[src/hw/rtl/tmp_pkg.sv]
// Shared types and constants for the trapezoid move planner.
// Used by every module of the block; depends on nothing else.
package tmp_pkg;

    // configuration register indexes
    localparam logic [2:0] CFG_ACCEL0 = 3'd0;
    localparam logic [2:0] CFG_ACCEL1 = 3'd1;
    localparam logic [2:0] CFG_ACCEL2 = 3'd2;
    localparam logic [2:0] CFG_SPEED0 = 3'd3;
    localparam logic [2:0] CFG_SPEED1 = 3'd4;
    localparam logic [2:0] CFG_SPEED2 = 3'd5;

    // result status codes
    localparam logic [1:0] ST_PROFILE  = 2'd0;
    localparam logic [1:0] ST_NOMOVE   = 2'd1;
    localparam logic [1:0] ST_ZEROTIME = 2'd2;
    localparam logic [1:0] ST_PLAN     = 2'd3;

    // drive roles
    localparam logic [1:0] ROLE_AXIS     = 2'd0;
    localparam logic [1:0] ROLE_EXTRUDER = 2'd1;

    // arithmetic unit operations
    localparam logic [1:0] OP_MUL  = 2'd0;
    localparam logic [1:0] OP_DIV  = 2'd1;
    localparam logic [1:0] OP_SQRT = 2'd2;

    localparam logic [26:0] ACCEL_RST = 27'd1000000;
    localparam logic [23:0] SPEED_RST = 24'd300000;

    typedef struct packed {
        logic [2:0][26:0] accel;
        logic [2:0][23:0] speed;
    } t_cfg;

    // classified drive word passed from front to back
    typedef struct packed {
        logic [2:0]  drive;
        logic        axis;
        logic        ext;
        logic [1:0]  rsel;
        logic [30:0] mag;
        logic [31:0] steps;
        logic        keep;
        logic [23:0] feed;
        logic        last;
    } t_item;

    typedef struct packed {
        logic [1:0]  status;
        logic [31:0] accel_clocks;
        logic [31:0] steady_clocks;
        logic [31:0] decel_clocks;
        logic [23:0] top_speed;
        logic [30:0] accel_used;
        logic [30:0] accel_distance;
        logic [30:0] path_length;
        logic [2:0]  plan_drive;
        logic [31:0] plan_steps;
        logic [23:0] plan_rate;
        logic        last_result;
    } t_result;

    typedef struct packed {
        logic        start;
        logic [1:0]  op;
        logic [95:0] a;
        logic [63:0] b;
    } t_ar_req;

    typedef struct packed {
        logic        busy;
        logic        done;
        logic [95:0] res;
    } t_ar_rsp;

endpackage

[src/hw/rtl/tmp_front.sv]
// Front end: accepts drive words, classifies them and counts stored entries.
// Depends on tmp_pkg.
module tmp_front import tmp_pkg::*; #(
    parameter int MAX_DRIVES  = 8,
    parameter int MOTION_AXES = 3
) (
    input  logic               i_clk,
    input  logic               i_rst_n,
    input  logic               i_in_valid,
    output logic               o_in_ready,
    input  logic [2:0]         i_drive_number,
    input  logic [1:0]         i_drive_role,
    input  logic               i_axis_counts,
    input  logic signed [30:0] i_coord_delta,
    input  logic signed [31:0] i_step_delta,
    input  logic [23:0]        i_feed_rate,
    input  logic               i_last_drive,
    output logic               o_push,
    input  logic               i_q_ready,
    output t_item              o_item
);
    localparam int CW = $clog2(MAX_DRIVES + 1);

    logic [CW-1:0] r_cnt;
    logic [CW-1:0] n_cnt;
    logic          keep;

    assign o_in_ready = i_q_ready;
    assign o_push     = i_in_valid;
    assign keep       = (r_cnt < CW'(MAX_DRIVES));

    // classify the word
    always_comb begin
        o_item.drive = i_drive_number;
        o_item.axis  = (i_drive_role == ROLE_AXIS) && i_axis_counts
                       && (32'(i_drive_number) < MOTION_AXES);
        o_item.ext   = (i_drive_role == ROLE_EXTRUDER);
        o_item.rsel  = (i_drive_number > 3'd2) ? 2'd2 : i_drive_number[1:0];
        o_item.mag   = i_coord_delta[30]
                       ? 31'(32'h8000_0000 - {1'b0, i_coord_delta})
                       : i_coord_delta;
        o_item.steps = i_step_delta;
        o_item.keep  = keep;
        o_item.feed  = i_feed_rate;
        o_item.last  = i_last_drive;
    end

    // stored entry count of the open move
    always_comb begin
        n_cnt = r_cnt;
        if (i_in_valid && i_q_ready) begin
            if (i_last_drive) begin
                n_cnt = '0;
            end else if (keep) begin
                n_cnt = r_cnt + CW'(1);
            end
        end
    end

    always_ff @(posedge i_clk) begin
        if (!i_rst_n) begin
            r_cnt <= '0;
        end else begin
            r_cnt <= n_cnt;
        end
    end
endmodule

[config.mk]
export PLATFORM = sky130hd
export DESIGN_NAME = tmp_front
export DESIGN_NICKNAME = d
export VERILOG_FILES = /design/src/hw/rtl/tmp_pkg.sv /design/src/hw/rtl/tmp_front.sv
export SDC_FILE = /design/constraint.sdc
export NUM_CORES = 1
export LEC_CHECK = 0
export ABC_CLOCK_PERIOD_IN_PS = 6100
export BUFFER_PORTS_ARGS = -buffer_cell sky130_fd_sc_hd__buf_2
export CAP_MARGIN = 25
export CORE_AREA = 2 2 75 77
export DETAILED_ROUTE_END_ITERATION = 10
export DIE_AREA = 0 0 77 79
export GPL_TIMING_DRIVEN = 0
export PLACE_DENSITY = 0.73
export SLEW_MARGIN = 10
export SYNTH_ARGS = -nofsm -noshare
export SYNTH_HDL_FRONTEND = slang
export SYNTH_SLANG_ARGS = --single-unit
[constraint.sdc]
create_clock -name i_clk -period 6.1 [get_ports i_clk]
set_input_delay 1.525 -clock i_clk [delete_from_list [all_inputs] [get_ports i_clk]]
set_output_delay 1.525 -clock i_clk [all_outputs]
set_load 0.01 [all_outputs]
* Word level (Yosys, flattened, before mapping)
Cells that the tools add are included.
Storage, ports and cells: bits in registers 4, output and inout bits 98, word-level logic and storage cells 17
Operators by class: $add $sub $neg 2, order comparisons 3, eq/ne operators 1, multiplexer cells 4, reductions and logical operators 6
Operators with widths (count):
- two-way mux 31 bit | 1
- subtractor 1 x 31 -> 31 bit, first input constant | 1
- two-way mux 4 bit | 2
- adder 4 x 1 -> 4 bit, second input constant | 1
- < comparator 4 bit, second input constant | 1
- > comparator 3 x 2 -> 1 bit, second input constant | 1
- logical AND 1 bit | 3
- < comparator 3 x 2 -> 1 bit, second input constant | 1
- == test 2 x 1 -> 1 bit, second input constant | 1
- zero test 2 bit | 1
- two-way mux 2 bit | 1
- AND reduction 2 bit | 1
- nonzero test 2 bit | 1

* Longest topological paths before layout
Gate-level depths: netlist (run 1).
depth in word-level cells 3, gate-level depth with buffers 6

* Worst setup path after synthesis (run 1)
OpenSTA, ideal clock, no wires.
kind input to output, start point input port i_coord_delta[15], end point output port o_item[78] (netlist name), data arrival time 2.926 ns, data required time 4.575 ns, path slack 1.649 ns, stages on the path 5, buffers on the path 1, cell sequence or4_1 -> or3_1 -> buf_6 -> o41ai_2 -> xnor2_1
RTL lines:
- start: declaration | RTL line tmp_front.sv:14 | input logic signed [30:0] i_coord_delta,
- end: declaration | RTL line tmp_front.sv:20 | output t_item o_item

==> results of run 1 <==
synth_stat cells:
cell,instances,area [sq um]
or4_1,4,30.0
xnor2_1,28,245
nand2b_1,2,12.5
buf_6,2,22.5
and4bb_1,1,12.5
inv_1,6,22.5
mux2i_1,1,10.0
nor3_1,5,25.0
nor4b_2,1,15.0
a22oi_1,1,7.51
buf_1,2,7.51
nor4_1,2,12.5
o41ai_2,7,114
or4b_2,1,10.0
and2_1,1,6.26
nor2b_1,1,6.26
o31ai_1,6,45.0
o21ai_1,1,5.00
or3_1,6,37.5
or3_4,1,11.3
o21ai_0,9,45.0
dfxtp_1,4,80.1
a221oi_1,1,8.76
buf_4,64,480
o31ai_2,1,12.5
a21oi_1,3,15.0
nor2_1,7,26.3
ha_1,2,25.0
nand4_1,3,18.8
clkbuf_1,1,3.75
nand2_1,10,37.5
o41ai_1,2,17.5
nand4_2,1,12.5
or2_2,2,12.5
power breakdown:
part           switching, uW  internal (uW)  leakage [uW]
registers              0.358           26.7     0.0000323
logic                   73.6           83.9       0.00112
clock network           15.3           42.2     0.0000216
per-stage QoR:
stage	total power [uW]	std cells	setup WS [ns]	hold WS, ns
global route	260	403	0.882	0.540
floorplan	118	189	1.65	0.458
detailed placement	187	400	1.17	0.489
CTS	246	403	1.16	0.494
finish	242	403	1.19	0.486
global placement	185	400	1.21	0.475
logic make-up (layout without fill, tap and decap cells):
kind of cell               count (synthesis)  in the layout  synth area share (%)
buffers and inverters                     75            217                  36.9
muxes                                      1              1                 0.688
DFF                                        4              4                  5.51
and+or+nand+nor                           48             48                  19.7
AOI/OAI and AO/OA                         31             31                  18.6
adders and majority gates                  2              2                  1.72
xor gates and xnor gates                  28             28                  16.9
routing by layer:
metal  vias up  part of all wire (%)  GRT usage, %
met4         0                  0.91          3.75
met3         4                    12          3.18
li1        881                     -             -
met2       111                    54          28.9
met1       792                    34          13.9
met5         -                     0             0
worst max-delay path: stages:
cell and delay (ns):
buf_2 0.12, inv_1 0.07, ha_1 0.19, nor4b_2 0.37
nand4_2 0.38, o41ai_2 0.42, xnor2_1 0.16, buf_2 0.15
area by class of cell:
cell class | count | area (sq um)
Timing Repair Buffer | 139 | 696
Inverter | 6 | 22.5
Sequential cell | 4 | 80.1
Tap cell | 72 | 90.1
Multi-Input combinational cell | 110 | 837
Buffer | 69 | 514
Clock buffer | 3 | 41.3
Fill cell | 570 | 3060
how the worst max path moves through the flow:
stage / from / endpoint
3_5_place_dp: i_coord_delta[1] / o_item[82]
2_1_floorplan: i_coord_delta[15] / o_item[78]
6_report: i_coord_delta[1] / o_item[82]
4_1_cts: i_coord_delta[1] / o_item[82]
5_1_grt: i_coord_delta[1] / o_item[82]
3_3_place_gp: i_coord_delta[0] / o_item[86]
==> summary.txt, run 1 <==
Drt
  – Drt initial violations: 31
  – First-pass DRT Iterations: 4
  – Routed Antenna Nets: 0
  – Drt wl/cell: 11.5 um
  – Via-to-Cell Ratio: 4.44
  – Final wirelength: 4.63 mm
  – Via Count: 1788
  – Drc violations: 0

Floorplanning
  – Area of the die: 0.00608 sq mm
  – Die Y: 79 um
  – Initial core utilization: 27.2%
  – # IOs: 196
  – Die Wd: 77 um
  – # rows: 27
  – Core area: 0.00534 sq mm

Setup path
  – R2R depth: 4
  – CP max FO: 10
  – R2r startpoint: r_cnt[0]$_SDFFE_PN0P_
  – Worst reg-to-reg setup slack: 4.90 ns
  – Data arrival, critical path: 3.39 ns
  – Crit Path Category: input pin to output pin
  – Startpoint types: input pin
  – Worst Setup End Kind: output pin
  – Required @ worst endpoint: 4.58 ns
  – Reg2Reg Capture Point: r_cnt[2]$_SDFFE_PN0P_

Logic synthesis
  – Syn Inst Count: 189
  – Avg Inst Size Synth: 7.69 sq um
  – Post-synthesis sequential area ratio: 5.51%
  – Cell area after synthesis: 0.00145 sq mm
  – Synth warnings: 0
  – Post-Syn Nets: 289
  – Synth cell types: 34
  – Flops & latches, synth: 4

Clocking
  – CTS resizes: 0
  – Clock slew at reported path FFs: 0.03 ns
  – Hold_buf cts: 0
  – Num CTS Buffers: 3
  – CTS Sinks: 4
  – CTS root buf: clkbuf_8
  – Postcts setup bufs: 0
  – Later-pin clock latency in the skew report: 0.22 ns
  – CTS tree: yes
  – # H-tree levels: 1
  – Clock buffer depth: 2

Min path
  – WHS Path Cells: 2
  – Hold path startpoint: r_cnt[2]$_SDFFE_PN0P_
  – Worst Hold Path EP: r_cnt[2]$_SDFFE_PN0P_
  – HP Class: flip-flop to flip-flop

Final layout
  – Layout Nets: 433
  – Top reg by flops: r_cnt
  – Largest regs: r_cnt (4)
  – Most frequent cells in the layout: buf_2, buf_4, xnor2_1
  – Post-layout util: 42.7%
  – Ratio of cells with drive above 1 in the final layout: 67.1%
  – Diode count: 0
  – Max reg flops: 4
  – Design area: 0.00228 sq mm
  – Most common cell after layout, fill and taps aside: buf_2
  – Area Overhead vs Synth: 56.9%

STA
  – Slew HR: 62.1%
  – Post-Route Skew: 0.000591 ns
  – Tightest Pin Transition: 0.568 ns
  – Setup TNS Final: 0 ns
  – Final hold vios: 0
  – Min Tclk post-route: 4.91 ns
  – F_max: 204 MHz
  – RSZ-0062 raised after global routing: false
  – Slew Limit Fails: 0
  – Setup-failing EPs final: 0
  – Tcrit/Tclk final: 80.5%

GRT
  – Initial antenna violation count: 0
  – First-pass GRT wire length: 7.09 mm
  – Largest net degree at the start of global routing: 11
  – Tot GR Track Use: 14.0%
  – Number of global-route vias before repair: 1603
  – Global route overflow: 0

Placement
  – DP Area: 0.00224 sq mm
  – Dpl hpwl: 4.08 mm
  – Final GP Congestion: 0.792
  – Port Buffers: 139

Power and ir drop
  – Cell area power density: 106 mW/mm^2
  – Leakage: 0.00117 uW
  – VDD IR max: 0.104 mV

Flow run
  – Max Cap Viol: 0

Run status
  – Status: finished clean
Note: power is estimated with default switching activity, not from simulation.
==> run 2, diff against run 1 <==
--- a/config.mk
+++ b/config.mk
@@ -5,14 +5,15 @@
 export SDC_FILE = /design/constraint.sdc
 export NUM_CORES = 1
 export LEC_CHECK = 0
-export ABC_CLOCK_PERIOD_IN_PS = 6100
+export ABC_AREA = 1
+export ABC_CLOCK_PERIOD_IN_PS = 4500
 export BUFFER_PORTS_ARGS = -buffer_cell sky130_fd_sc_hd__buf_2
 export CAP_MARGIN = 25
-export CORE_AREA = 2 2 75 77
+export CORE_MARGIN = 2
+export CORE_UTILIZATION = 32
 export DETAILED_ROUTE_END_ITERATION = 10
-export DIE_AREA = 0 0 77 79
 export GPL_TIMING_DRIVEN = 0
-export PLACE_DENSITY = 0.73
+export PLACE_DENSITY = 0.8
 export SLEW_MARGIN = 10
 export SYNTH_ARGS = -nofsm -noshare
 export SYNTH_HDL_FRONTEND = slang
==> constraint.sdc (replaced) <==
create_clock -name i_clk -period 4.5 [get_ports i_clk]
set_input_delay 1.125 -clock i_clk [delete_from_list [all_inputs] [get_ports i_clk]]
set_output_delay 1.125 -clock i_clk [all_outputs]
set_load 0.01 [all_outputs]
==> summary.txt, run 2 <==
STA
  – Hold WS: 0.493 ns (+0.00687 ns)
  – Final hold vios: 0 (unchanged)
  – Post-Route Skew: 0.00347 ns (+0.00288 ns)
  – F_max: 292 MHz
  – Min Tclk post-route: 3.42 ns
  – Setup TNS Final: 0 ns (unchanged)
  – Tightest Pin Transition: 0.378 ns (-0.190 ns)
  – Tcrit/Tclk final: 76.1%
  – RSZ-0062 raised after global routing: false
  – Slew Limit Fails: 0 (unchanged)
  – Slew HR: 74.5% (+12 points)
  – Setup-failing EPs final: 0 (unchanged)

Drt
  – Drt initial violations: 43 (+39%)
  – Final wirelength: 5.28 mm (+14%)
  – Via Count: 2216 (+24%)
  – Drt wl/cell: 10.3 um (-11%)
  – Routed Antenna Nets: 0 (unchanged)
  – Via-to-Cell Ratio: 4.31 (-2.8%)
  – Drc violations: 0 (unchanged)
  – First-pass DRT Iterations: 4 (unchanged)

Final layout
  – Diode count: 0 (unchanged)
  – Ratio of cells with drive above 1 in the final layout: 52.3% (-15 points)
  – Area Overhead vs Synth: 47.5%
  – Largest regs: r_cnt (4)
  – Post-layout util: 49.5% (+6.7 points)
  – Most frequent cells in the layout: buf_2, nand2_1, buf_4
  – Max reg flops: 4 (unchanged)
  – Top reg by flops: r_cnt
  – Layout Nets: 546 (+26%)
  – Design area: 0.00256 sq mm (+12%)
  – Most common cell after layout, fill and taps aside: buf_2

Clocking
  – CTS root buf: clkbuf_8
  – Clock buffer depth: 2 (unchanged)
  – Num CTS Buffers: 3 (unchanged)
  – CTS resizes: 0 (unchanged)
  – # H-tree levels: 1 (unchanged)
  – Later-pin clock latency in the skew report: 0.21 ns (about the same)
  – CTS tree: yes
  – Hold_buf cts: 0 (unchanged)
  – CTS Sinks: 4 (unchanged)
  – Postcts setup bufs: 0 (unchanged)
  – Clock slew at reported path FFs: 0.03 ns (about the same)

Placement
  – DP Area: 0.00252 sq mm (+12%)
  – Dpl hpwl: 4.79 mm (+17%)
  – Final GP Congestion: 0.940 (+19%)
  – Port Buffers: 139 (unchanged)

Logic synthesis
  – Share of the synthesized area in the top cell type: 28.1% (-4.9 points)
  – Async SR Flop Fraction: 0% (unchanged)
  – Synth cell types: 25 (-26%)
  – Post-Syn Nets: 402 (+39%)
  – Syn Inst Count: 302 (+60%)
  – Flops & latches, synth: 4 (unchanged)
  – Synth area leader: buf_4
  – Largest cells by area after synthesis: buf_4, nand2_1, nor2_1, xnor2_1, inv_1
  – Most used flip-flop cell after synthesis: dfxtp_1
  – Post-synthesis sequential area ratio: 4.62% (-0.89 points)
  – Cell area after synthesis: 0.00173 sq mm (+19%)
  – Avg Inst Size Synth: 5.74 sq um (-25%)
  – EDFF count, synth: 0 (unchanged)
  – Top cells by count, synth: nand2_1, buf_4, nor2_1
  – Synth warnings: 0 (unchanged)
  – Most frequent cell after synthesis: nand2_1

Floorplanning
  – Area of the die: 0.00602 sq mm (-0.97%)
  – Die Y: 77.6 um (-1.8%)
  – Initial core utilization: 33.5% (+6.3 points)
  – # rows: 26 (-3.7%)
  – Die Wd: 77.6 um (+0.80%)
  – Core area: 0.00517 sq mm (-3.1%)
  – # IOs: 196 (unchanged)

Setup path
  – Critical path's slowest cell: ha_1
  – Crit-path cells: buf_2, inv_1, ha_1, nand2_4, nor2_8, nand2_4, nand2_4, nand2_1, nand2_1, nand2_1, buf_2
  – Data arrival, critical path: 2.30 ns (-1.09 ns)
  – Max incr delay on CP: 0.25 ns (-0.17 ns)
  – CP max FO: 5 (-5)
  – Required @ worst endpoint: 3.38 ns (-1.20 ns)
  – Crit path buffers/inverters: 3 (unchanged)
  – Crit Path Category: input pin to output pin
  – Worst Setup End Kind: output pin
  – Crit path max-delay family: simple AND/OR/NAND/NOR gates
  – Worst reg-to-reg setup slack: 3.46 ns (-1.44 ns)
  – Startpoint types: input pin

Power and ir drop
  – Power share of the combinational group: 67.4% (+2.3 points)
  – VDD IR max: 0.0864 mV (-17%)
  – Sequential power share: 11.0% (-0.2 points)
  – Leakage: 0.00153 uW (+31%)
  – Cell area power density: 133 mW/mm^2 (+25%)
  – Sw frac: 39.4% (+2.5 points)
  – NetSw: 134 uW (+50%)
  – Internal power: 206 uW (+35%)
  – Clock power share: 21.6% (-2.1 points)

GRT
  – Initial antenna violation count: 0 (unchanged)
  – Number of global-route vias before repair: 1981 (+24%)
  – Global route overflow: 0 (unchanged)
  – Largest net degree at the start of global routing: 11 (unchanged)
  – Tot GR Track Use: 16.2% (+2.2 points)
  – First-pass GRT wire length: 8.39 mm (+18%)

Flow run
  – Max Cap Viol: 0 (unchanged)

Run status
  – Status: finished clean

Min path
  – HP Class: flip-flop to flip-flop
==> run 2: changes by cell type after synthesis, moves of 5 or more <==
cell / delta
nand2_2: +5
o41ai_2: -7
nor2_1: +37
or3_1: -6
nand2_1: +77
xnor2_1: -16
inv_1: +18
nand2_4: +6
o31ai_1: -6
nand3_1: +12
nor2_4: +5
==> run 2: worst min-delay path, delay by kind of cell (launching register included) <==
kind / cells / cell delay (ns)
AOI/OAI and AO/OA: 1 / 0.06
DFF: 1 / 0.32
and+or+nand+nor: 1 / 0.07
==> run 2: metrics by stage <==
step / worst slack [ns] / total power (uW) / cells
global placement: 1.09 / 265 / 511
detailed placement: 1.07 / 269 / 511
global route: 0.987 / 366 / 514
finish: 1.08 / 340 / 514
CTS: 1.07 / 344 / 514
floorplan: 1.38 / 176 / 302
==> run 2: final timing paths <==
path | startpoint | to | depth (start not counted)
min reg2reg | r_cnt[1]$_SDFFE_PN0P_ | r_cnt[1]$_SDFFE_PN0P_ | 2
min | r_cnt[1]$_SDFFE_PN0P_ | r_cnt[1]$_SDFFE_PN0P_ | 2
max reg2reg | r_cnt[3]$_SDFFE_PN0P_ | r_cnt[2]$_SDFFE_PN0P_ | 4
max | i_coord_delta[1] | o_item[76] | 11
==> run 2: layout make-up <==
type	instances	area (sq um)
timing repair buffer	139	696
sequential	4	80.1
inverter	24	90.1
multi-input combinational	207	1070
tap	70	87.6
buffer	67	498
clock buffer	3	41.3
fill	546	2610
==> run 2: layer usage <==
layer  vias to the layer above  routed length (um)  global-route usage [%]
li1                       1148                   -                       -
met1                       967                2100                    18.0
met2                        95                2760                    31.8
met3                         6                 357                    2.44
met4                         0                  62                    3.93
met5                         -                   0                       0
==> run 2: cells by family after synthesis <==
| kind of cell | count (synthesis) | synth area share, % |
|---|---|---|
| compound gates | 16 | 4.91 |
| flops | 4 | 4.62 |
| fa+ha+maj | 2 | 1.44 |
| xor+xnor | 15 | 7.58 |
| buf+inv | 91 | 33.9 |
| simple gates | 174 | 47.5 |
==> run 2: power by group through the flow <==
stage / clock (uW) / combinational [uW] / sequential [uW]
floorplan: 0 / 138 / 37.5
global placement: 0 / 227 / 37.6
detailed placement: 0 / 231 / 37.7
CTS: 75.5 / 232 / 37.2
global route: 77.9 / 251 / 37.4
finish: 73.7 / 229 / 37.3
