### src/hw/rtl/tmp_pkg.sv
// Shared types and constants for the trapezoid move planner.
// Used by every module of the block; depends on nothing else.
package tmp_pkg;

    // configuration register indexes
    localparam logic [2:0] CFG_ACCEL0 = 3'd0;
    localparam logic [2:0] CFG_ACCEL1 = 3'd1;
    localparam logic [2:0] CFG_ACCEL2 = 3'd2;
    localparam logic [2:0] CFG_SPEED0 = 3'd3;
    localparam logic [2:0] CFG_SPEED1 = 3'd4;
    localparam logic [2:0] CFG_SPEED2 = 3'd5;

    // result status codes
    localparam logic [1:0] ST_PROFILE  = 2'd0;
    localparam logic [1:0] ST_NOMOVE   = 2'd1;
    localparam logic [1:0] ST_ZEROTIME = 2'd2;
    localparam logic [1:0] ST_PLAN     = 2'd3;

    // drive roles
    localparam logic [1:0] ROLE_AXIS     = 2'd0;
    localparam logic [1:0] ROLE_EXTRUDER = 2'd1;

    // arithmetic unit operations
    localparam logic [1:0] OP_MUL  = 2'd0;
    localparam logic [1:0] OP_DIV  = 2'd1;
    localparam logic [1:0] OP_SQRT = 2'd2;

    localparam logic [26:0] ACCEL_RST = 27'd1000000;
    localparam logic [23:0] SPEED_RST = 24'd300000;

    typedef struct packed {
        logic [2:0][26:0] accel;
        logic [2:0][23:0] speed;
    } t_cfg;

    // classified drive word passed from front to back
    typedef struct packed {
        logic [2:0]  drive;
        logic        axis;
        logic        ext;
        logic [1:0]  rsel;
        logic [30:0] mag;
        logic [31:0] steps;
        logic        keep;
        logic [23:0] feed;
        logic        last;
    } t_item;

    typedef struct packed {
        logic [1:0]  status;
        logic [31:0] accel_clocks;
        logic [31:0] steady_clocks;
        logic [31:0] decel_clocks;
        logic [23:0] top_speed;
        logic [30:0] accel_used;
        logic [30:0] accel_distance;
        logic [30:0] path_length;
        logic [2:0]  plan_drive;
        logic [31:0] plan_steps;
        logic [23:0] plan_rate;
        logic        last_result;
    } t_result;

    typedef struct packed {
        logic        start;
        logic [1:0]  op;
        logic [95:0] a;
        logic [63:0] b;
    } t_ar_req;

    typedef struct packed {
        logic        busy;
        logic        done;
        logic [95:0] res;
    } t_ar_rsp;

endpackage

### src/hw/rtl/tmp_fifo.sv
// Two-word queue between front end and back end.
// Depends on tmp_pkg for the word type.
module tmp_fifo import tmp_pkg::*; (
    input  logic  i_clk,
    input  logic  i_rst_n,
    input  logic  i_valid,
    output logic  o_ready,
    input  t_item i_data,
    output logic  o_valid,
    input  logic  i_ready,
    output t_item o_data
);
    t_item      r_mem [2];
    logic       r_wp;
    logic       r_rp;
    logic [1:0] r_cnt;
    logic       push;
    logic       pop;

    assign o_ready = (r_cnt != 2'd2);
    assign o_valid = (r_cnt != 2'd0);
    assign o_data  = r_mem[r_rp];
    assign push    = i_valid && o_ready;
    assign pop     = o_valid && i_ready;

    // storage
    always_ff @(posedge i_clk) begin
        if (push) begin
            r_mem[r_wp] <= i_data;
        end
    end

    // pointers and fill level
    always_ff @(posedge i_clk) begin
        if (!i_rst_n) begin
            r_wp  <= 1'b0;
            r_rp  <= 1'b0;
            r_cnt <= 2'd0;
        end else begin
            if (push) begin
                r_wp <= ~r_wp;
            end
            if (pop) begin
                r_rp <= ~r_rp;
            end
            r_cnt <= r_cnt + 2'(push) - 2'(pop);
        end
    end
endmodule

### config.mk
export PLATFORM = sky130hd
export DESIGN_NAME = tmp_fifo
export DESIGN_NICKNAME = d
export VERILOG_FILES = /design/src/hw/rtl/tmp_pkg.sv /design/src/hw/rtl/tmp_fifo.sv
export SDC_FILE = /design/constraint.sdc
export NUM_CORES = 1
export LEC_CHECK = 0
export ABC_AREA = 0
export BUFFER_PORTS_ARGS = -buffer_cell sky130_fd_sc_hd__buf_4
export CAP_MARGIN = 20
export CORE_ASPECT_RATIO = 0.6
export CORE_MARGIN = 3
export CORE_UTILIZATION = 55
export DETAILED_ROUTE_END_ITERATION = 12
export PLACE_DENSITY = 0.84
export SKIP_LAST_GASP = 1
export SLEW_MARGIN = 10
export SYNTH_ARGS = -nofsm -noshare
export SYNTH_HDL_FRONTEND = slang
export SYNTH_SLANG_ARGS = --single-unit
### constraint.sdc
create_clock -name i_clk -period 15.7 [get_ports i_clk]
set_input_delay 0.785 -clock i_clk [delete_from_list [all_inputs] [get_ports i_clk]]
set_output_delay 0.785 -clock i_clk [all_outputs]
set_load 0.1 [all_outputs]
After elaboration in Yosys (flattened, before gate mapping)
Memory sizes are Yosys's and may differ from the RTL's. A register that Yosys moved wholly into a read port is not among the register bits. Cells that the tools add are included.

Latch bits: 0. Output and inout bits: 98. Bits in registers: 4. Bits in read-only memories: 0. RAM bits: 192. Input bits: 100. Memories: 1.

Memory list: r_mem (depth 2, bits a word 96, read ports 1, clocked after Yosys merged registers in 1, write ports 1, RTL line tmp_fifo.sv:13) `t_item r_mem [2];`.

Order comparisons: 0. Reductions and logical operators: 3. Equality and inequality tests: 1. Shift operators: 0. Div/mod/pow operators: 0. Multipliers: 0. $add $sub $neg: 2. Bitwise gates (word level): 2. Muxes and demuxes: 4.

Operators by type and width (count): $mux 1 (4); $add 2x1->2 (1); $logic_and 1x1->1 (2); $ne 2x2->1 const B (1); $not 1->1 (2); $reduce_bool 2->1 (1); $sub 2x1->2 (1).

Logic depth before layout (Yosys ltp)
Gate-level depths: netlist of run 1.

Word-level depth: 4. Mapped depth: 8.

Worst setup path after synthesis of run 1
No wires, ideal clock.

Path type: register to register. Start point: reg r_cnt[0]. End point: mem r_mem[0][0] (netlist bit) (enable). Cell stages (with the launch flop): 4. Setup time: 0.552 ns. Required time: 15.148 ns. Period minus slack after synthesis: 6.001 ns. Arrival time: 5.449 ns. Path slack: 9.699 ns. Cell sequence: dfxtp_1 nand2b_1 nand2_1 nor2_1.

Cells in the longest elaborated chain, start to end: 4.

RTL lines: start, declared (RTL line tmp_fifo.sv:16) `logic [1:0] r_cnt;`; start signal, assigned (RTL line tmp_fifo.sv:46) `r_cnt <= r_cnt + 2'(push) - 2'(pop);`; $ne 2x2->1 (RTL line tmp_fifo.sv:20) `assign o_ready = (r_cnt != 2'd2);`; net o_ready (RTL line tmp_fifo.sv:7) `output logic o_ready,`; $logic_and 1x1->1 (RTL line tmp_fifo.sv:23) `assign push = i_valid && o_ready;`; $mux 1 (RTL line tmp_fifo.sv:28) `if (push) begin`; $mux 1 (not written as such) (RTL line tmp_fifo.sv:29) `r_mem[r_wp] <= i_data;`; end, declared (RTL line tmp_fifo.sv:13).

The timed path passes the listed nets, and every way through them passes these cells.

==> results.sh, run 1 <==
export IMPL_hold_viol=0
export IMPL_grt_pass1_wl_um=20570
export IMPL_core_um2=12970
export IMPL_combPwrFrac=0.455
export IMPL_die_h_um=95.62
export IMPL_cp_start_kind="register"
export IMPL_p_leak_uw=0.003620
export IMPL_p_sw_uw=923.7
export IMPL_drive_above_1_share=0.6048
export IMPL_antenna_found_initial=0
export IMPL_power_density_nw_per_um2=211.6
export IMPL_regToRegSetupSlack_ps=13100
export IMPL_yosysWarnings=0
export IMPL_wl_um=14190
export IMPL_synthToLayoutAreaGrowth_pct=29.15
export IMPL_fmax_mhz=283.9
export IMPL_dr_pass1_iters=6
export IMPL_via_per_inst=5.154
export IMPL_p_sw_frac=0.4591
export IMPL_worst_r2r_path_depth=4
export IMPL_synth_ff_type="edfxtp_1"
export IMPL_worstPathArrival_ps=2740
export IMPL_cts_htree_levels=4
export IMPL_fin_worst_skew_ps=11.57
export IMPL_hpwl_um=9689
export IMPL_row_count=32
export IMPL_crit_path_end_kind="output port"
export IMPL_cts_buffers=17
export IMPL_postCtsSetupBuffers=0
export IMPL_final_antenna_net_count=0
export IMPL_required_ps=14910
export IMPL_clk_latency_ps=410
export IMPL_grt_ovfl_total=0
export IMPL_ctsResizeCount=0
export IMPL_synthDistinctLibCells=20
export IMPL_yosysTopAreaCell="edfxtp_1"
export IMPL_r2r_start="r_cnt[0]"
export IMPL_relSlewSlack=0.3144
export IMPL_diodes=0
export IMPL_cts_sinks=197
export IMPL_syn_area_per_cell_um2=22.79
export IMPL_cts_tree="built"
export IMPL_final_period_utilization=0.2243
export IMPL_grt_setup_unrepaired="no"
export IMPL_setup_tns_ps=0
export IMPL_clockBufferDepth=2
export IMPL_synth_area_um2=7362
export IMPL_port_buffers=197
export IMPL_maxCapViolations=0
export IMPL_die_area_um2=14850
export IMPL_period_minus_slack_ps=3522
export IMPL_syn_inst=323
export IMPL_outcome="completed"
export IMPL_grt_pass1_vias=3828
export IMPL_die_w_um=155.4
export IMPL_pwr_share_seq=0.347
export IMPL_io_pins=198
export IMPL_yosysSeqAreaShare=0.7967
export IMPL_num_vias=3680
export IMPL_worst_setup_path_type="reg -> out"
export IMPL_synthArstFlopShare=0
export IMPL_fin_nets=633
export IMPL_worstHoldPathType="in -> reg"
export IMPL_final_max_slew_viol_count=0
export IMPL_cts_root_buf="clkbuf_16"
export IMPL_stdcell_count=714
export IMPL_synthTopCellsByCount="edfxtp_1, mux2_2, mux2_4"
export IMPL_setup_viol=0
export IMPL_synthTopCellsByArea="edfxtp_1, mux2_2, mux2_4, dfxtp_1, buf_12"
export IMPL_final_util=0.7329
export IMPL_synth_nets=425
export IMPL_grt_usage=0.1876
export IMPL_synth_edf_count=192
export IMPL_place_inst=682
export IMPL_irDropWorstVdd_mv=0.1471
export IMPL_critPathMaxFanout=55
export IMPL_place_congestion=0.7969
export IMPL_worst_slew_pin_slew_ps=1028
export IMPL_drc=0
export IMPL_start_util=0.5675
export IMPL_grt_max_degree=78
export IMPL_cp_endpoint="o_data[28]"
export IMPL_wl_per_cell_um=19.88
export IMPL_clkTransAtPathRegs_ps=70
export IMPL_synth_top_area_share=0.7831
export IMPL_ys_seq_elements=197
export IMPL_clockPowerShare=0.198
export IMPL_intPower_uw=1088
export IMPL_drtIter0Drc=157
export IMPL_r2r_end="r_mem[0][62]"
export IMPL_holdBufCountCts=0
export IMPL_synth_most_common_cell="edfxtp_1"
## metal layers
| metal | share of wire | track usage | vias up |
|---|---|---|---|
| met1 | 0.42 | 0.2492 | 1836 |
| met2 | 0.49 | 0.3054 | 148 |
| li1 | - | - | 1692 |
| met5 | 0 | 0 | - |
| met3 | 0.080 | 0.05624 | 4 |
| met4 | 0.0039 | 0.05462 | 0 |
## metrics by stage
step / power (µW) / setup slack [ps] / area [µm²] / hold WS [ps]
floorplan: 1472 / 9699 / 7362 / 454.9
global placement: 1615 / 12640 / 8961 / 509.4
detailed placement: 1629 / 12630 / 8961 / 529.7
CTS: 2027 / 12170 / 9508 / 529.2
global route: 2074 / 12070 / 9508 / 525.2
finish: 2012 / 12180 / 9508 / 550.6
## power groups by stage
| stage | Sequential [µW] | Clock [µW] | Combinational, µW |
|---|---|---|---|
| 4_1_cts | 700 | 406 | 921 |
| 3_5_place_dp | 711 | 0 | 919 |
| 3_3_place_gp | 704 | 0 | 911 |
| 2_1_floorplan | 693 | 0 | 779 |
| 6_report | 699 | 398 | 916 |
| 5_1_grt | 706 | 429 | 939 |
## kinds of logic (layout without fill, tap and decap cells)
logic type / count (synthesis) / in the layout / synth area share
compound gates: 1 / 1 / 0.001020
xor+xnor: 3 / 3 / 0.003570
simple gates: 11 / 11 / 0.008328
mux: 97 / 97 / 0.1686
flops: 197 / 197 / 0.7967
buf+inv: 12 / 233 / 0.01835
fa+ha+maj: 2 / 2 / 0.003399
## worst max-delay path: stages, from the launching register on
cell and delay, ps:
dfxtp_4 830, buf_4 710, mux2_2 440, buf_4 240
## layout make-up
cell class / count / area (µm²)
tap: 170 / 212.7
fill: 784 / 3465
timing repair buffer: 200 / 1501
inverter: 1 / 3.754
clock inverter: 14 / 117.6
clock buffer: 18 / 429.2
sequential: 197 / 5869
multi-input combinational: 114 / 1374
## state kept, by name, summed over array words and instances, names as in the netlist, named ones only
register  count
r_mem       192
r_cnt         2
r_rp          1
r_wp          1
## layout by cell type, fill, tap and decap left out, types with 2 or more instances in the layout
master and count:
ha_1 2, nand2b_1 2, mux2_4 40, nand2_1 2, buf_4 200, xnor2_1 3, inv_8 4, dfxtp_1 4
nor2b_1 2, and2_1 2, inv_6 2, edfxtp_1 192, clkinv_1 2, clkbuf_16 17, mux2_2 56, clkinv_4 4
## how the worst min path moves through the flow
stage / startpoint / endpoint / slack [ps] / cells past startpoint
after floorplan: r_wp / r_wp / 450 / 2
after detailed placement: r_rp / register / 530 / 2
final: i_data[19] / r_mem[0][19] / 550 / 1
after global placement: r_wp / r_wp / 510 / 2
after CTS: i_data[19] / r_mem[0][19] / 530 / 1
after global routing: i_data[66] / r_mem[1][66] / 530 / 1
Note: power is estimated with default switching activity, not from simulation.
==> run 2: changes to the inputs <==
--- a/config.mk
+++ b/config.mk
@@ -10,9 +10,9 @@
 export CAP_MARGIN = 20
 export CORE_ASPECT_RATIO = 0.6
 export CORE_MARGIN = 3
-export CORE_UTILIZATION = 55
+export CORE_UTILIZATION = 47
 export DETAILED_ROUTE_END_ITERATION = 12
-export PLACE_DENSITY = 0.84
+export PLACE_DENSITY = 0.76
 export SKIP_LAST_GASP = 1
 export SLEW_MARGIN = 10
 export SYNTH_ARGS = -nofsm -noshare
==> constraint.sdc (replaced) <==
create_clock -name i_clk -period 2.89 [get_ports i_clk]
set_input_delay 0.1445 -clock i_clk [delete_from_list [all_inputs] [get_ports i_clk]]
set_output_delay 0.1445 -clock i_clk [all_outputs]
set_load 0.1 [all_outputs]
==> run 2 against run 1 <==
Against the previous run:
- final area increased by 11%
- worst setup slack lost 11000 ps
- cell count increased by 18%
- non-clock buffer count increased by 100
- sequential power grew to 5.3 times the previous value
- clock power increased to 5.5 times the previous value
- register-to-register slack worse by 12000 ps
- utilization down 2.3 points
- first-iteration DRC count up 71%
- clock-buffer cell count fell by 1
- routed wire length grew 9.0%
- largest power group unchanged
==> results.sh, run 2 (same netlist as run 1, synthesis figures left out) <==
export IMPL_stdcell_count=842
export IMPL_wl_um=15470
export IMPL_worstHoldPathType="in -> reg"
export IMPL_final_common_cell="buf_4"
export IMPL_final_antenna_net_count=0
export IMPL_worst_setup_path_type="reg -> out"
export IMPL_setup_tns_ps=0
export IMPL_crit_path_end_kind="output port"
export IMPL_dr_pass1_iters=4
export IMPL_diodes=0
export IMPL_grt_pass1_wl_um=23340
export IMPL_ctsResizeCount=0
export IMPL_antenna_found_initial=0
export IMPL_power_density_nw_per_um2=1050
export IMPL_irDropWorstVdd_mv=0.8400
export IMPL_clockBufferDepth=2
export IMPL_maxCapViolations=0
export IMPL_grt_setup_unrepaired="no"
export IMPL_final_max_slew_viol_count=0
export IMPL_largest_reg_flops=192
export IMPL_ff_latch_area_um2=5869
export IMPL_cts_buffers=17
export IMPL_synthToLayoutAreaGrowth_pct=43.63
export IMPL_start_util=0.4945
export IMPL_grt_pass1_vias=4286
export IMPL_fin_worst_skew_ps=8.493
export IMPL_pwr_share_seq=0.332
export IMPL_cts_sinks=197
export IMPL_grt_max_degree=59
export IMPL_wl_per_cell_um=18.37
export IMPL_final_period_utilization=0.7168
export IMPL_combPwrFrac=0.471
export IMPL_dpl_worst_slack_ps=1044
export IMPL_period_minus_slack_ps=2071
export IMPL_total_power_uw=11100
export IMPL_hpwl_um=9810
export IMPL_drtIter0Drc=269
export IMPL_die_area_um2=17250
export IMPL_place_inst=713
export IMPL_via_per_inst=4.836
export IMPL_grt_usage=0.1801
export IMPL_required_ps=2750
export IMPL_postCtsSetupBuffers=0
export IMPL_core_um2=14890
export IMPL_regMostFlops="r_mem"
export IMPL_worstPathArrival_ps=1930
export IMPL_cts_root_buf="clkbuf_16"
export IMPL_drive_above_1_share=0.5186
export IMPL_intPower_uw=6019
export IMPL_drc=0
export IMPL_outcome="completed"
export IMPL_clk_latency_ps=420
export IMPL_cts_tree="built"
export IMPL_place_congestion=0.7711
export IMPL_critPathMaxFanout=38
export IMPL_num_vias=4072
export IMPL_clockPowerShare=0.196
export IMPL_die_w_um=167.6
export IMPL_p_sw_frac=0.4579
export IMPL_clkTransAtPathRegs_ps=70
export IMPL_die_h_um=102.9
export IMPL_io_pins=198
export IMPL_port_buffers=197
export IMPL_cp_start_kind="register"
export IMPL_final_cell_mix="buf_4, edfxtp_1, dlygate4sd3_1, mux2_2, mux2_4"
export IMPL_row_count=34
export IMPL_hold_viol=0
export IMPL_relSlewSlack=0.4640
export IMPL_multi_input_area_um2=1381
export IMPL_reg_top3="r_mem x192, r_cnt x2"
export IMPL_fmax_mhz=482.7
export IMPL_p_leak_uw=0.004044
export IMPL_worst_slack_ps=818.5
export IMPL_fillerInstances=938
export IMPL_fin_nets=733
export IMPL_setup_viol=0
export IMPL_cts_htree_levels=4
export IMPL_p_sw_uw=5084
export IMPL_worst_slew_pin_slew_ps=804.1
export IMPL_grt_ovfl_total=0
## run 2: final timing paths
kind | to | slack (ps) | start | cells after the start
max | o_data[0] | 820 | register | 3
max reg2reg | r_mem[0][5] | 1000 | r_cnt[0] | 4
min | r_wp | 140 | i_valid | 3
min reg2reg | r_wp | 530 | r_wp | 2
## run 2: per-layer routing
layer	vias up	track usage	part of all wire
li1	1889	-	-
met1	2005	0.2232	0.42
met2	164	0.2927	0.48
met3	14	0.07739	0.090
met4	0	0.05720	0.012
met5	-	0	0
## run 2: cell type report
| class | count | share of cell area |
|---|---|---|
| clock buffers | 17 | 0.04023 |
| clock inverters | 15 | 0.01195 |
| inverters | 1 | 0.0003550 |
| multi-input cells | 114 | 0.1306 |
| flip-flops and latches | 197 | 0.5551 |
| well taps | 198 | 0.02343 |
| repair buffers | 300 | 0.2383 |
## run 2: critical path, cell delays in order (launching register included)
cell,delay [ps]
dfxtp_4,360
buf_4,480
mux2_2,410
buf_4,230
## run 2: repair_timing
action	in CTS	in global routing
hold endpoints to repair	196	0
hold buffers	97	0
setup endpoints to repair	0	0
## run 2: metrics by stage
step / util / cell area [µm²] / hold slack (ps)
floorplan: - / 7378 / 243.4
global placement: 0.6079 / 9051 / 329.1
detailed placement: 0.6079 / 9051 / 332.1
CTS: 0.7102 / 10570 / 112.2
global route: 0.7102 / 10570 / 143.4
finish: 0.7102 / 10570 / 136.2
## run 2: power groups by stage
stage,Combinational [µW],Sequential [µW],Clock (µW)
after CTS,5250,3690,2240
after global placement,5110,3730,0
final,5230,3690,2180
after detailed placement,5130,3760,0
after global routing,5380,3720,2370
after floorplan,4240,3730,0
==> run 3: changes to the inputs <==
--- a/config.mk
+++ b/config.mk
@@ -10,9 +10,9 @@
 export CAP_MARGIN = 20
 export CORE_ASPECT_RATIO = 0.6
 export CORE_MARGIN = 3
-export CORE_UTILIZATION = 47
+export CORE_UTILIZATION = 52
 export DETAILED_ROUTE_END_ITERATION = 12
-export PLACE_DENSITY = 0.76
+export PLACE_DENSITY = 0.8
 export SKIP_LAST_GASP = 1
 export SLEW_MARGIN = 10
 export SYNTH_ARGS = -nofsm -noshare
==> constraint.sdc (replaced) <==
create_clock -name i_clk -period 1.98 [get_ports i_clk]
set_input_delay 0.099 -clock i_clk [delete_from_list [all_inputs] [get_ports i_clk]]
set_output_delay 0.099 -clock i_clk [all_outputs]
set_load 0.1 [all_outputs]
==> run 3 against run 2 <==
Against the previous run:
- sequential cell count unchanged
- worst setup slack got worse by 650 ps
- combinational power is 49% higher
- utilization up 9.2 points
- first-iteration DRC count is 5.2% lower
- non-clock buffer count rose by 5
- final area up 1.2%
==> results.sh, run 3 (same netlist as run 1, synthesis figures left out) <==
export IMPL_grt_pass1_wl_um=24650
export IMPL_fin_nets=738
export IMPL_io_pins=198
export IMPL_hpwl_um=9647
export IMPL_cts_tree="built"
export IMPL_num_vias=4104
export IMPL_worst_setup_path_type="reg -> out"
export IMPL_cp_start_kind="register"
export IMPL_hold_viol=0
export IMPL_required_ps=1880
export IMPL_wl_per_cell_um=19.37
export IMPL_synthToLayoutAreaGrowth_pct=45.31
export IMPL_worst_slew_pin_slew_ps=355.7
export IMPL_cts_sinks=197
export IMPL_largest_reg_flops=192
export IMPL_fillerInstances=674
export IMPL_die_h_um=98.17
export IMPL_cts_htree_levels=4
export IMPL_row_count=32
export IMPL_core_um2=13330
export IMPL_grt_max_degree=67
export IMPL_postCtsSetupBuffers=0
export IMPL_stdcell_count=836
export IMPL_final_cell_mix="buf_4, edfxtp_1, dlygate4sd3_1, mux2_2, mux2_4"
export IMPL_irDropWorstVdd_mv=1.145
export IMPL_dr_pass1_iters=4
export IMPL_clk_latency_ps=420
export IMPL_power_density_nw_per_um2=1540
export IMPL_diodes=0
export IMPL_antenna_found_initial=0
export IMPL_setup_tns_ps=0
export IMPL_grt_pass1_vias=4436
export IMPL_place_inst=705
export IMPL_cp_cell_sequence="buf_16 > mux2_2 > buf_4"
export IMPL_crit_family="buffers and inverters"
export IMPL_reg_top3="r_mem x192, r_cnt x2"
export IMPL_cts_buffers=17
export IMPL_port_buffers=197
export IMPL_outcome="completed"
export IMPL_place_congestion=0.7389
export IMPL_drive_above_1_share=0.5239
export IMPL_grt_ovfl_total=0
export IMPL_maxCapViolations=0
export IMPL_die_w_um=159.6
export IMPL_cp_slowest_cell="dfxtp_4"
export IMPL_clockBufferDepth=2
export IMPL_wl_um=16200
export IMPL_cp_slowest_stage_delay_ps=420
export IMPL_setup_viol=0
export IMPL_worstHoldPathType="in -> reg"
export IMPL_final_period_utilization=0.9173
export IMPL_start_util=0.5522
export IMPL_grt_usage=0.2050
export IMPL_p_leak_uw=0.004112
export IMPL_final_antenna_net_count=0
export IMPL_period_minus_slack_ps=1816
export IMPL_critPathMaxFanout=33
export IMPL_final_common_cell="buf_4"
export IMPL_drc=0
export IMPL_fmax_mhz=550.6
export IMPL_drtIter0Drc=255
export IMPL_fin_worst_skew_ps=20.56
export IMPL_clkTransAtPathRegs_ps=60
export IMPL_crit_path_end_kind="output port"
export IMPL_final_max_slew_viol_count=0
export IMPL_die_area_um2=15670
export IMPL_worstPathArrival_ps=1720
export IMPL_via_per_inst=4.909
export IMPL_path_buf_inv=2
export IMPL_grt_setup_unrepaired="no"
export IMPL_relSlewSlack=0.7623
export IMPL_cts_root_buf="clkbuf_16"
export IMPL_regMostFlops="r_mem"
[run 3: through the flow]
stage          hold slack [ps]  utilization  total power (µW)  area (µm²)  worst slack, ps
3_5_place_dp             287.2       0.6839             13060        9119            360.1
2_1_floorplan            197.9            -             11640        7387           -646.6
3_3_place_gp             284.2       0.6839             12970        9119            427.2
6_report                 149.8       0.8024             16470       10700            163.8
5_1_grt                  160.5       0.8024             16990       10700            110.9
4_1_cts                  141.0       0.7999             16450       10670            21.81
[run 3: tightest hold or removal path: cells and delay by family]
kind,cells,cell delay (ps)
compound gates,1,150
simple gates,1,100
xor+xnor,1,90
buf+inv,1,80
[run 3: worst paths after layout]
kind                               start   endpoint  slack (ps)  depth (start not counted)
worst max-delay path            register  o_data[5]         160                          3
worst min-delay path             i_ready   register         150                          4
worst min register to register      r_wp       r_wp         530                          2
worst max register to register  r_cnt[1]   r_cnt[1]         360                          7
[run 3: power by group]
group	switching, µW	internal [µW]	total (µW)
sequential	173	5230	5410
combinational	5780	2020	7800
clock	1580	1680	3270
total	7540	8930	16500
[run 3: routing by layer]
layer / share of wire / up-vias / track usage
met5: 0 / - / 0
met4: 0.0085 / 0 / 0.04640
met3: 0.064 / 12 / 0.06740
met2: 0.49 / 158 / 0.3526
met1: 0.43 / 2029 / 0.2564
li1: - / 1905 / -
[run 3: area by class of cell]
| class | count | area [µm²] | share of cell area |
|---|---|---|---|
| Clock inverter | 13 | 132.6 | 0.01240 |
| Clock buffer | 19 | 432.9 | 0.04047 |
| Tap cell | 187 | 234.0 | 0.02187 |
| Timing Repair Buffer | 305 | 2635 | 0.2463 |
| Inverter | 1 | 3.754 | 0.0003509 |
| Multi-Input combinational cell | 114 | 1389 | 0.1298 |
| Sequential cell | 197 | 5871 | 0.5488 |
[run 3: timing repair]
action	4_1_cts	5_1_grt
resized for setup	0	1
hold buffers	98	0
endpoints found under the hold margin	197	0
endpoints found under the setup margin	0	18
